[config.mk]
export PLATFORM = sky130hd
export DESIGN_NAME = target_track_table_unit
export DESIGN_NICKNAME = d
export VERILOG_FILES = /design/src/ttt_pkg.sv /design/src/target_track_table_unit.sv
export SDC_FILE = /design/constraint.sdc
export NUM_CORES = 2
export LEC_CHECK = 0
export CORE_ASPECT_RATIO = 1.4
export CORE_MARGIN = 3
export CORE_UTILIZATION = 55
export CTS_BUF_LIST = sky130_fd_sc_hd__clkbuf_8
export DETAILED_ROUTE_END_ITERATION = 10
export DONT_BUFFER_PORTS = 1
export GPL_TIMING_DRIVEN = 0
export PLACE_DENSITY = 0.7
export SYNTH_ARGS = -nofsm -noshare
export SYNTH_HDL_FRONTEND = slang
export SYNTH_SLANG_ARGS = --single-unit
[constraint.sdc]
create_clock -name clk_i -period 7.1 [get_ports clk_i]
set_input_delay 0 -clock clk_i [delete_from_list [all_inputs] [get_ports clk_i]]
set_output_delay 0 -clock clk_i [all_outputs]
set_load 0.1 [all_outputs]
[src/ttt_pkg.sv]
// ----------------------------------------------------------------------------
// ttt_pkg
// Shared types and codes for the target track table.
// ----------------------------------------------------------------------------
`default_nettype none
package ttt_pkg;

  typedef enum logic [1:0] {
    OP_FRAME_START = 2'd0,
    OP_DETECT      = 2'd1,
    OP_FRAME_END   = 2'd2,
    OP_NONE        = 2'd3
  } op_e;

  typedef enum logic [2:0] {
    ST_ADDED    = 3'd0,
    ST_UPDATED  = 3'd1,
    ST_ERASED   = 3'd2,
    ST_REJECTED = 3'd3,
    ST_FULL     = 3'd4,
    ST_FSTART   = 3'd5,
    ST_FEND     = 3'd6
  } status_e;

  // register indexes
  localparam logic [1:0] REG_FRAME_WIDTH  = 2'd0;
  localparam logic [1:0] REG_FRAME_HEIGHT = 2'd1;
  localparam logic [1:0] REG_LIFE_RELOAD  = 2'd2;
  localparam logic [1:0] REG_NEAR_DIST    = 2'd3;

  // one table entry
  typedef struct packed {
    logic [11:0] x;
    logic [11:0] y;
    logic [11:0] w;
    logic [11:0] h;
    logic [7:0]  life;
    logic [4:0]  label;
  } entry_t;

endpackage
`default_nettype wire

[src/target_track_table_unit.sv]
// ----------------------------------------------------------------------------
// target_track_table_unit
// Track table with nearest-neighbor association, scanned one entry per cycle.
// ----------------------------------------------------------------------------
// Usage: words enter on the s_axis channel (operation, box, no_new_entries)
// and each operation 0..2 yields one result word on m_axis (status, slot,
// label, entry_count). Operation 3 is taken and dropped without a result.
// Flow: the entry memory serves a sequencer that walks the table, one entry
// per cycle in its scan. frame_start and frame_end take one scan each, and
// frame_end compacts in the same pass. A detection scans and then decides;
// an erase then moves each later entry down one slot, through S_SHIFT_RD
// and S_SHIFT_WR per entry. Worst case is a detection erasing slot 0 of a
// full table. The block takes no new word until its result word has been
// accepted; a stalled receiver holds the result and the block.
// Reset clears the count and the registers to their defaults; table entries
// are undefined until written but only entries below count are read.
// Configuration via APB, pready always high; write only while idle.
// ----------------------------------------------------------------------------
`default_nettype none
module target_track_table_unit #(
  parameter int MAX_ENTRIES   = 32,
  parameter int EDGE_PAD_LOW  = 1,
  parameter int EDGE_PAD_HIGH = 10
) (
  input  wire logic        clk_i,
  input  wire logic        rst_ni,
  input  wire logic        s_axis_tvalid_i,
  output logic             s_axis_tready_o,
  // [1:0] operation, [13:2] box_x, [25:14] box_y, [37:26] box_w, [49:38] box_h,
  // [50] no_new_entries, [55:51] zero
  input  wire logic [55:0] s_axis_tdata_i,
  output logic             m_axis_tvalid_o,
  input  wire logic        m_axis_tready_i,
  // [2:0] status, [7:3] slot, [12:8] label, [18:13] entry_count, [23:19] zero
  output logic [23:0]      m_axis_tdata_o,
  input  wire logic        psel,
  input  wire logic        penable,
  input  wire logic        pwrite,
  input  wire logic [3:0]  paddr,
  input  wire logic [31:0] pwdata,
  output logic [31:0]      prdata,
  output logic             pready
);

  localparam int AW = $clog2(MAX_ENTRIES);
  localparam int CW = $clog2(MAX_ENTRIES + 1);

  typedef enum logic [2:0] {
    S_IDLE, S_SCAN, S_DECIDE, S_SHIFT_RD, S_SHIFT_WR, S_OUT
  } state_e;

  // configuration
  logic [12:0] fw_q, fh_q;
  logic [7:0]  reload_q;
  logic [11:0] near_q;
  logic        cfg_wr;

  assign pready = 1'b1;
  assign cfg_wr = psel & penable & pwrite;

  always_ff @(posedge clk_i or negedge rst_ni) begin
    if (!rst_ni) begin
      fw_q     <= 13'd640;
      fh_q     <= 13'd480;
      reload_q <= 8'd10;
      near_q   <= 12'd100;
    end else if (cfg_wr) begin
      unique case (paddr[3:2])
        ttt_pkg::REG_FRAME_WIDTH:  fw_q     <= pwdata[12:0];
        ttt_pkg::REG_FRAME_HEIGHT: fh_q     <= pwdata[12:0];
        ttt_pkg::REG_LIFE_RELOAD:  reload_q <= pwdata[7:0];
        ttt_pkg::REG_NEAR_DIST:    near_q   <= pwdata[11:0];
        default: ;
      endcase
    end
  end

  always_comb begin
    unique case (paddr[3:2])
      ttt_pkg::REG_FRAME_WIDTH:  prdata = {19'd0, fw_q};
      ttt_pkg::REG_FRAME_HEIGHT: prdata = {19'd0, fh_q};
      ttt_pkg::REG_LIFE_RELOAD:  prdata = {24'd0, reload_q};
      default:                   prdata = {20'd0, near_q};
    endcase
  end

  // entry memory: one write and one read port, registered read
  ttt_pkg::entry_t mem [MAX_ENTRIES];
  logic            we;
  logic [AW-1:0]   waddr, raddr;
  ttt_pkg::entry_t wdata, rdata_q;

  always_ff @(posedge clk_i) begin
    if (we) mem[waddr] <= wdata;
    rdata_q <= mem[raddr];
  end

  // sequencer registers
  state_e           state_q;
  logic [1:0]       op_q;
  logic [11:0]      bx_q, by_q, bw_q, bh_q;
  logic             forbid_q;
  logic [CW-1:0]    cnt_q;       // entries in use
  logic [CW-1:0]    rd_q;        // next read index
  logic [CW-1:0]    wr_q;        // index of entry in rdata_q / write index
  logic [CW-1:0]    n_q;         // compaction output index
  logic             rvalid_q;    // rdata_q holds entry wr_q
  logic             found_q;
  logic [AW-1:0]    best_q;
  logic [12:0]      bestd_q;
  logic [4:0]       bestlab_q;
  logic             inside_q;
  logic [2:0]       st_q;
  logic [4:0]       slot_q, lab_q;
  logic             ovalid_q;
  logic [23:0]      odata_q;

  // shared distance unit
  logic [11:0] dx, dy;
  logic [12:0] dsum;
  logic        near_hit;
  assign dx = (bx_q > rdata_q.x) ? bx_q - rdata_q.x : rdata_q.x - bx_q;
  assign dy = (by_q > rdata_q.y) ? by_q - rdata_q.y : rdata_q.y - by_q;
  assign dsum = {1'b0, dx} + {1'b0, dy};
  assign near_hit = (dx <= near_q) && (dy <= near_q);

  // edge test on the incoming word
  logic [11:0] ix, iy, iw, ih;
  logic [13:0] xr, yr, fxl, fyl;
  logic        inside_d;
  assign ix = s_axis_tdata_i[13:2];
  assign iy = s_axis_tdata_i[25:14];
  assign iw = s_axis_tdata_i[37:26];
  assign ih = s_axis_tdata_i[49:38];
  assign xr = {2'b0, ix} + {2'b0, iw};
  assign yr = {2'b0, iy} + {2'b0, ih};
  assign fxl = {1'b0, fw_q} + 14'(EDGE_PAD_HIGH);
  assign fyl = {1'b0, fh_q} + 14'(EDGE_PAD_HIGH);
  assign inside_d = ({20'd0, ix} > 32'(EDGE_PAD_LOW)) && ({20'd0, iy} > 32'(EDGE_PAD_LOW))
                    && (xr < fxl) && (yr < fyl);

  assign s_axis_tready_o = (state_q == S_IDLE) && !ovalid_q;
  assign m_axis_tvalid_o = ovalid_q;
  assign m_axis_tdata_o  = odata_q;

  logic last_rd;
  assign last_rd = rvalid_q && (wr_q + 1'b1 >= cnt_q);

  // memory port control
  always_comb begin
    we    = 1'b0;
    waddr = wr_q[AW-1:0];
    wdata = rdata_q;
    raddr = rd_q[AW-1:0];
    unique case (state_q)
      S_SCAN: begin
        if (rvalid_q) begin
          unique case (op_q)
            ttt_pkg::OP_FRAME_START: begin
              we = 1'b1;
              if (rdata_q.life != 8'd0) wdata.life = rdata_q.life - 8'd1;
            end
            ttt_pkg::OP_FRAME_END: begin
              we    = (rdata_q.life != 8'd0);
              waddr = n_q[AW-1:0];
            end
            default: ;
          endcase
        end
      end
      S_DECIDE: begin
        if (!found_q) begin
          we    = inside_q && !forbid_q && (cnt_q < CW'(MAX_ENTRIES));
          waddr = cnt_q[AW-1:0];
          wdata = '{x: bx_q, y: by_q, w: bw_q, h: bh_q, life: reload_q,
                    label: 5'(cnt_q)};
        end else if (inside_q) begin
          we    = 1'b1;
          waddr = best_q;
          wdata = '{x: bx_q, y: by_q, w: bw_q, h: bh_q, life: reload_q,
                    label: bestlab_q};
        end
        raddr = rd_q[AW-1:0];
      end
      S_SHIFT_WR: begin
        we    = 1'b1;
        waddr = AW'(wr_q - 1'b1);
        wdata = rdata_q;
        wdata.label = (rdata_q.label != 5'd0) ? rdata_q.label - 5'd1 : 5'd0;
      end
      default: ;
    endcase
  end

  // sequencer
  always_ff @(posedge clk_i or negedge rst_ni) begin
    if (!rst_ni) begin
      state_q  <= S_IDLE;
      cnt_q    <= '0;
      ovalid_q <= 1'b0;
      rvalid_q <= 1'b0;
      rd_q <= '0; wr_q <= '0; n_q <= '0;
      found_q <= 1'b0;
      op_q <= '0; forbid_q <= 1'b0; inside_q <= 1'b0;
      bx_q <= '0; by_q <= '0; bw_q <= '0; bh_q <= '0;
      best_q <= '0; bestd_q <= '0; bestlab_q <= '0;
      st_q <= '0; slot_q <= '0; lab_q <= '0;
      odata_q <= '0;
    end else begin
      // result register: loaded in S_OUT, cleared when taken
      if (state_q == S_OUT && (!ovalid_q || m_axis_tready_i)) ovalid_q <= 1'b1;
      else if (ovalid_q && m_axis_tready_i) ovalid_q <= 1'b0;
      unique case (state_q)
        S_IDLE: begin
          if (s_axis_tvalid_i && s_axis_tready_o &&
              s_axis_tdata_i[1:0] != ttt_pkg::OP_NONE) begin
            op_q     <= s_axis_tdata_i[1:0];
            bx_q     <= ix; by_q <= iy; bw_q <= iw; bh_q <= ih;
            forbid_q <= s_axis_tdata_i[50];
            inside_q <= inside_d;
            rd_q     <= '0;
            wr_q     <= '0;
            n_q      <= '0;
            rvalid_q <= 1'b0;
            found_q  <= 1'b0;
            state_q  <= S_SCAN;
          end
        end
        S_SCAN: begin
          // issue reads 0..cnt-1, handle entry wr_q when valid
          if (rd_q < cnt_q) begin
            rd_q <= rd_q + 1'b1;
          end
          rvalid_q <= (rd_q < cnt_q);
          if (rvalid_q) begin
            wr_q <= wr_q + 1'b1;
            if (op_q == ttt_pkg::OP_DETECT && near_hit && (!found_q || dsum < bestd_q)) begin
              found_q   <= 1'b1;
              best_q    <= wr_q[AW-1:0];
              bestd_q   <= dsum;
              bestlab_q <= rdata_q.label;
            end
            if (op_q == ttt_pkg::OP_FRAME_END && rdata_q.life != 8'd0) n_q <= n_q + 1'b1;
          end
          if (cnt_q == '0 || last_rd) begin
            state_q  <= (op_q == ttt_pkg::OP_DETECT) ? S_DECIDE : S_OUT;
            slot_q <= '0; lab_q <= '0;
            if (op_q == ttt_pkg::OP_FRAME_START) st_q <= ttt_pkg::ST_FSTART;
            else st_q <= ttt_pkg::ST_FEND;
            if (op_q == ttt_pkg::OP_FRAME_END)
              cnt_q <= (rvalid_q && rdata_q.life != 8'd0) ? n_q + 1'b1 : n_q;
          end
        end
        S_DECIDE: begin
          if (!found_q) begin
            state_q <= S_OUT;
            if (forbid_q || !inside_q) begin
              st_q <= ttt_pkg::ST_REJECTED;
              slot_q <= '0; lab_q <= '0;
            end else if (cnt_q >= CW'(MAX_ENTRIES)) begin
              st_q <= ttt_pkg::ST_FULL;
              slot_q <= '0; lab_q <= '0;
            end else begin
              st_q   <= ttt_pkg::ST_ADDED;
              slot_q <= 5'(cnt_q);
              lab_q  <= 5'(cnt_q);
              cnt_q  <= cnt_q + 1'b1;
            end
          end else if (inside_q) begin
            st_q <= ttt_pkg::ST_UPDATED;
            slot_q <= 5'(best_q); lab_q <= bestlab_q;
            state_q <= S_OUT;
          end else begin
            st_q <= ttt_pkg::ST_ERASED;
            slot_q <= 5'(best_q); lab_q <= bestlab_q;
            rd_q <= CW'(best_q) + 1'b1;
            wr_q <= CW'(best_q) + 1'b1;
            state_q <= S_SHIFT_RD;
          end
        end
        S_SHIFT_RD: begin
          if (rd_q >= cnt_q) begin
            cnt_q   <= cnt_q - 1'b1;
            state_q <= S_OUT;
          end else begin
            wr_q    <= rd_q;
            rd_q    <= rd_q + 1'b1;
            state_q <= S_SHIFT_WR;
          end
        end
        S_SHIFT_WR: begin
          state_q <= S_SHIFT_RD;
        end
        S_OUT: begin
          if (!ovalid_q || m_axis_tready_i) begin
            odata_q  <= {5'd0, 6'(cnt_q), lab_q, slot_q, st_q};
            state_q  <= S_IDLE;
          end
        end
        default: state_q <= S_IDLE;
      endcase
    end
  end

endmodule
`default_nettype wire

== Word-level counts from Yosys, hierarchy flattened ==
Memories as Yosys holds them, arrays and structs flattened. A register that Yosys moved wholly into a read port is not among the register bits.
Index checks and enable logic that the tools add are counted.
Cells by class
  $add $sub $neg: 18
  equal/unequal tests: 26
  magnitude comparators: 14
  bitwise operators: 2
  multiplexer cells: 73
  reductions and logical operators: 50
Operator list (count)
  2-to-1 mux 61 bit: 2
  2-to-1 mux 6 bit: 16
  2-to-1 mux 5 bit: 10
  2-to-1 mux 48 bit: 1
  one-hot mux 6 bit (4 select lines): 2
  subtractor 12 bit: 4
  adder 12 x 12 -> 13 bit: 3
  one-hot mux 13 bit (3 select lines): 1
  2-to-1 mux 3 bit: 10
  one-hot mux 5 bit (2 select lines): 3
  adder 13 x 4 -> 14 bit (second input constant): 2
  less-than comparator 13 x 14 -> 1 bit: 2
  inequality test 2 bit (second input constant): 14
  adder 6 x 1 -> 6 bit (second input constant): 4
  greater-than comparator 12 x 1 -> 1 bit (second input constant): 2
  greater-than comparator 12 bit: 2
  <= comparator 12 bit: 2
  2-to-1 mux 12 bit: 2
  2-to-1 mux 8 bit: 3
  one-hot mux 3 bit (6 select lines): 1
  one-hot mux 6 bit (3 select lines): 1
  logical AND 1 bit: 16
  one-hot mux 8 bit (2 select lines): 1
  AND reduction 2 bit: 8
  37 further kinds: 71
Storage, ports and cells
  bits in registers: 183
  bits of input ports: 99
  output and inout port bits: 59
  memory bits (writable): 1952
  memories kept: 1
  logic and storage cells: 210
Memories
  mem: depth 32, width 61, read ports 1, clocked after Yosys merged registers in 1, write ports 1, line target_track_table_unit.sv:88  | ttt_pkg::entry_t mem [MAX_ENTRIES];

== Longest topological paths before layout ==
  depth after elaboration: 9
  gate-level depth with buffers: 27
  mapped depth without buffers: 25

== Worst setup path before layout ==
OpenSTA, ideal clock, no wires.
  path kind: reg-to-reg
  from: register by_q[0]
  to: register best_q[4]
  cell stages (with the launch flop): 27
  library setup time: 0.125 ns
  required time: 6.975 ns
  arrival time: 5.711 ns
  buffers on the path: 2
  slack: 1.264 ns
  clock period less this slack: 5.836 ns
  cell sequence: dfrtp_1 inv_1 ha_1 inv_1 fa_1 a211oi_1 o21a_1 or4_4 a31oi_4 buf_6 mux2i_1 xnor2_1 ha_1 nor2b_1 o21ai_0 a21boi_0 o21ai_0 nor2b_1 xnor2_1 ha_1 and3_1 a2111o_1 a31oi_1 o21ai_0 a21oi_1 buf_2 mux2_2
On the way
  word-level cells in the longest chain between the ends: 7
  elaborated cells on any way between the ends: 12
  those cells by class: add/sub (3); order compare (3); mux (1); reduce/logical (5)
RTL lines
  start, declared: line target_track_table_unit.sv:101  | logic [11:0] bx_q, by_q, bw_q, bh_q;
  start signal, assigned: line target_track_table_unit.sv:218  | bx_q <= ix; by_q <= iy; bw_q <= iw; bh_q <= ih;
  subtractor 12 bit or greater-than comparator 12 bit (tied branches): line target_track_table_unit.sv:123  | assign dy = (by_q > rdata_q.y) ? by_q - rdata_q.y : rdata_q.y - by_q;
  2-to-1 mux 12 bit *: line target_track_table_unit.sv:123
  adder 12 x 12 -> 13 bit *: line target_track_table_unit.sv:124  | assign dsum = {1'b0, dx} + {1'b0, dy};
  net dsum[6]: line target_track_table_unit.sv:120  | logic [12:0] dsum;
  less-than comparator 13 bit *: line target_track_table_unit.sv:237  | if (op_q == ttt_pkg::OP_DETECT && near_hit && (!found_q || dsum < bestd_q)) begin
  logical OR 1 bit *: line target_track_table_unit.sv:237
  logical AND 1 bit *: line target_track_table_unit.sv:237
  AND reduction 3 bit (no source line) *
  end signal, assigned: line target_track_table_unit.sv:239  | best_q <= wr_q[AW-1:0];
  end, declared: line target_track_table_unit.sv:109  | logic [AW-1:0] best_q;
The timed path passes the listed nets; every way through them passes the cells marked *.
A chain may end at the register's enable or synchronous reset.

== Worst setup path after layout ==
  from: register bx_q[9]
  to: register bestd_q[2]
On the way
  word-level cells in the longest chain between the ends: 7
  elaborated cells on any way between the ends: 12
  those cells by class: add/sub (3); order compare (3); mux (1); reduce/logical (5)
RTL lines
  start, declared: line target_track_table_unit.sv:101
  start signal, assigned: line target_track_table_unit.sv:218
  greater-than comparator 12 bit: line target_track_table_unit.sv:122  | assign dx = (bx_q > rdata_q.x) ? bx_q - rdata_q.x : rdata_q.x - bx_q;
  2-to-1 mux 12 bit: line target_track_table_unit.sv:122
  adder 12 x 12 -> 13 bit: line target_track_table_unit.sv:124
  net dsum[6]: line target_track_table_unit.sv:120
  less-than comparator 13 bit: line target_track_table_unit.sv:237
  logical OR 1 bit: line target_track_table_unit.sv:237
  logical AND 1 bit: line target_track_table_unit.sv:237
  AND reduction 3 bit (no source line)
  end signal, assigned: line target_track_table_unit.sv:240  | bestd_q <= dsum;
  end, declared: line target_track_table_unit.sv:110  | logic [12:0] bestd_q;
The timed path passes the listed nets, and every way through them passes these cells.

==> reports/qor.txt <==
result of the run: finished, final reports clean
final hold violation count: 0
dpl ws: 0.00413 ns
Critical Path Fanout Max: 10
Pwr Density: 502 nW/um^2
Area Overhead vs Synth: 14.1%
CP Launch Type: flip-flop
height of the die: 396 um
critical path data arrival time: 7.47 ns
Setup CP Type: reg -> reg
DRT Pass-1 Iters: 6
Required @ worst endpoint: 7.85 ns
vias per cell: 6.26
vias in the first global route: 35325
xor/xnor share of the synthesized area: 0.0124
crit end category: flip-flop
largest vdd supply drop: 0.588 mV
Post-synth EDFFs: 1184
actual transition at the worst max-transition pin: 1.44 ns
Die Outline Area: 113000 um^2
mean instance size in the synthesized netlist: 17.9 um^2
GP Congestion: 0.893
Synth Cell Area: 59800 um^2
maximum frequency from static timing analysis: 149 MHz
routed wire length: 156000 um
Static Leakage: 23.4 nW
Max Buffers Root-to-Sink: 3
number of H-tree levels: 4
worst min path class: in -> reg
Main synth FF type: sky130_fd_sc_hd__edfxtp_1
adder-cell share of the synthesized area: 0.0376
final antenna-violating net count: 0
number of warning messages in the yosys log: 0
port bufs: 0
ratio of cells with drive above 1 in the final layout: 0.257
cts bufs inserted: 193
vias after detailed routing: 33510
Die Width: 285 um
Starting DRT DRC Count: 3006
number of antenna violations at the first check in global routing: 9
TritonCTS clock tree: built
IO Pins: 158
total global routing track utilization: 0.281
clock insertion delay at the later pin of the skew report: 0.89 ns
mux contribution to synthesized area: 0.175
post-synthesis sequential area ratio: 0.673
setup repair after global routing missed its margin: no
overall overflow remaining after global route: 0
setup_tns: 0 ns
Slew HR: 0.0341
HPWL after DPL: 111000 um
portion of the clock cycle consumed by the worst path in the final layout: 0.947
pin count of the biggest net entering global routing: 149
fraction of registers with async set or reset after synthesis: 0.115
Slew Limit Fails: 0
wire length of the first global-routing pass: 230000 um
Remaining DRCs: 0
combinational family with the most area after synthesis: multiplexers
layout net count: 4028
clock-pin transition on the worst setup and hold timing paths: 0.07 ns
Period minus WS final: 6.72 ns
least setup slack across all paths after layout: 0.377 ns
Mapped Cells: 3351
effective utilization at floorplan: 0.557
Clock Skew: 0.0471 ns
CTS root buf: sky130_fd_sc_hd__clkbuf_8
clock sink count: 1380
Unique masters post-synth: 86
compound-cell area share of the yosys netlist: 0.0462
Yosys reg bits: 1380
total power of the final layout: 34.3 mW
Setup Viol. Count Final: 0
Routed wire per std cell: 29.1 um
maximum capacitance violations: 0
fraction of the mapped netlist area in simple logic gates: 0.0351
core outline area: 107000 um^2
total number of placement rows: 142
flip-flops by register name (all words and copies together) (netlist names), 3 cells and up:
register,cells
mem,1184
m_axis_tdata_o,19
wr_q,6
slot_q,5
near_q,12
bestd_q,13
fh_q,13
bestlab_q,5
bx_q,12
reload_q,8
best_q,5
lab_q,5
cnt_q,6
rdata_q,37
st_q,3
state_q,3
fw_q,13
rd_q,6
n_q,6
by_q,12
cells in the final DEF, fill, tap and decap left out, types with 37 or more instances in the layout:
| master | instances |
|---|---|
| sky130_fd_sc_hd__a21o_1 | 40 |
| sky130_fd_sc_hd__a21oi_1 | 104 |
| sky130_fd_sc_hd__clkbuf_1 | 99 |
| sky130_fd_sc_hd__clkbuf_8 | 196 |
| sky130_fd_sc_hd__clkinv_1 | 52 |
| sky130_fd_sc_hd__dfrtp_1 | 148 |
| sky130_fd_sc_hd__dfxtp_1 | 37 |
| sky130_fd_sc_hd__dlygate4sd3_1 | 115 |
| sky130_fd_sc_hd__edfxtp_1 | 1184 |
| sky130_fd_sc_hd__ha_1 | 167 |
| sky130_fd_sc_hd__inv_1 | 166 |
| sky130_fd_sc_hd__mux2_2 | 150 |
| sky130_fd_sc_hd__mux4_2 | 378 |
| sky130_fd_sc_hd__nand2_1 | 129 |
| sky130_fd_sc_hd__nor2_1 | 92 |
| sky130_fd_sc_hd__o21ai_0 | 83 |
| sky130_fd_sc_hd__xnor2_1 | 45 |
| sky130_fd_sc_hd__xor2_1 | 39 |
cells by family (layout without fill, tap and decap cells):
| kind of cell | Yosys count | in the layout |
|---|---|---|
| fa+ha+maj | 175 | 175 |
| flops | 1380 | 1380 |
| xor+xnor | 85 | 85 |
| buf+inv | 290 | 829 |
| mux | 553 | 553 |
| simple gates | 440 | 440 |
| compound gates | 426 | 426 |
| other cells | 2 | 26 |
path summary, 6_finish.rpt:
| path | from | to | slack [ns] | cells past startpoint |
|---|---|---|---|---|
| setup / recovery | bx_q[9] | bestd_q[2] | 0.38 | 24 |
| hold / removal | pwrite | fw_q[1] | 0.25 | 4 |
| setup reg to reg | bx_q[9] | bestd_q[2] | 0.38 | 24 |
| hold reg to reg | slot_q[3] | slot_q[3] | 0.49 | 1 |
| max in group asynchronous | rst_ni | by_q[7] | 5.86 | 4 |
| min in group asynchronous | rst_ni | reload_q[3] | 0.33 | 3 |
power by group:
part | total [mW] | switching (mW) | internal (mW)
Clock | 5.94 | 3.01 | 2.93
Sequential | 12.0 | 0.977 | 11.0
Combinational | 16.4 | 9.67 | 6.69
Yosys cell counts, types with 7 or more instances:
cell type / n / area, um^2
sky130_fd_sc_hd__edfxtp_1: 1184 / 35600
sky130_fd_sc_hd__mux4_2: 378 / 8510
sky130_fd_sc_hd__ha_1: 167 / 2090
sky130_fd_sc_hd__mux2_2: 150 / 1690
sky130_fd_sc_hd__dfrtp_1: 148 / 3700
sky130_fd_sc_hd__nand2_1: 129 / 484
sky130_fd_sc_hd__nor2_1: 125 / 469
sky130_fd_sc_hd__inv_1: 117 / 439
sky130_fd_sc_hd__o21ai_0: 110 / 551
sky130_fd_sc_hd__a21oi_1: 106 / 531
sky130_fd_sc_hd__clkbuf_1: 99 / 372
sky130_fd_sc_hd__xnor2_1: 46 / 403
sky130_fd_sc_hd__a21o_1: 40 / 300
sky130_fd_sc_hd__xor2_1: 39 / 342
sky130_fd_sc_hd__dfxtp_1: 37 / 741
sky130_fd_sc_hd__nand3_1: 31 / 155
sky130_fd_sc_hd__nand2b_1: 27 / 169
sky130_fd_sc_hd__buf_4: 26 / 195
sky130_fd_sc_hd__nor3_1: 26 / 130
sky130_fd_sc_hd__nor2b_1: 24 / 150
sky130_fd_sc_hd__mux2i_1: 23 / 230
sky130_fd_sc_hd__buf_2: 21 / 105
sky130_fd_sc_hd__buf_1: 20 / 75.1
sky130_fd_sc_hd__o211ai_1: 18 / 135
sky130_fd_sc_hd__and3_1: 14 / 87.6
sky130_fd_sc_hd__o21a_1: 14 / 105
sky130_fd_sc_hd__o2bb2ai_1: 14 / 123
sky130_fd_sc_hd__nand4_1: 13 / 81.3
sky130_fd_sc_hd__a211oi_1: 11 / 82.6
sky130_fd_sc_hd__a31oi_1: 11 / 68.8
sky130_fd_sc_hd__and2_1: 11 / 68.8
sky130_fd_sc_hd__dfstp_2: 11 / 289
sky130_fd_sc_hd__o31ai_1: 11 / 82.6
sky130_fd_sc_hd__o22ai_1: 10 / 62.6
sky130_fd_sc_hd__fa_1: 8 / 160
sky130_fd_sc_hd__o2111ai_1: 8 / 70.1
sky130_fd_sc_hd__o21bai_1: 8 / 60.1
sky130_fd_sc_hd__or2_2: 7 / 43.8
what timing repair did:
| action | CTS | global route |
|---|---|---|
| pin swaps | 0 | 1 |
| setup buffers | 0 | 4 |
| setup endpoints to repair | 4 | 20 |
| resized for setup | 0 | 5 |
| hold buffers | 117 | 0 |
| hold endpoints to repair | 256 | 0 |
cell type report:
type	count	area, um^2
diodes	1	2.50
plain buffers	169	786
clock buffers	196	2700
clock inverters	158	977
fillers	7291	39200
inverters	121	454
multi-input cells	1704	18800
flip-flops and latches	1380	40300
well taps	1440	1800
repair buffers	185	2450
per-stage QoR:
stage	hold slack, ns	area, um^2	utilization	cells
global placement	-0.291	61700	0.574	4814
CTS	0.140	68200	0.635	5349
global route	0.196	68300	0.635	5354
finish	0.254	68300	0.635	5354
detailed placement	-0.288	63300	0.589	4878
floorplan	-0.296	59900	-	3374
metal layers:
layer  track usage  share of wire  routed length, um  up-vias
li1              -              -                  -    14211
met1         0.329           0.35              53800    17415
met5             0       0.000083                 13        -
met3        0.0493          0.070              10900      371
met2         0.511           0.54              84300     1511
met4         0.118          0.044               6920        2
critical path: stages (launching register included):
cell	delay, ns
sky130_fd_sc_hd__dfrtp_1	0.43
sky130_fd_sc_hd__ha_1	0.30
sky130_fd_sc_hd__clkbuf_1	0.28
sky130_fd_sc_hd__nand4_1	0.33
sky130_fd_sc_hd__nor4_2	0.45
sky130_fd_sc_hd__or2_2	0.24
sky130_fd_sc_hd__o31ai_4	0.14
sky130_fd_sc_hd__buf_2	0.24
sky130_fd_sc_hd__mux2i_1	0.15
sky130_fd_sc_hd__xnor2_1	0.26
sky130_fd_sc_hd__ha_1	0.32
sky130_fd_sc_hd__nor2b_1	0.14
sky130_fd_sc_hd__o21ai_0	0.19
sky130_fd_sc_hd__a21boi_0	0.15
sky130_fd_sc_hd__o21ai_0	0.33
sky130_fd_sc_hd__nor2b_1	0.21
sky130_fd_sc_hd__xnor2_1	0.18
sky130_fd_sc_hd__ha_1	0.30
sky130_fd_sc_hd__and3_1	0.21
sky130_fd_sc_hd__a2111o_1	0.42
sky130_fd_sc_hd__a31oi_1	0.17
sky130_fd_sc_hd__o21ai_0	0.16
sky130_fd_sc_hd__a21oi_2	0.27
sky130_fd_sc_hd__clkbuf_4	0.35
sky130_fd_sc_hd__mux2_2	0.37
(Power assumes the default switching activity.)
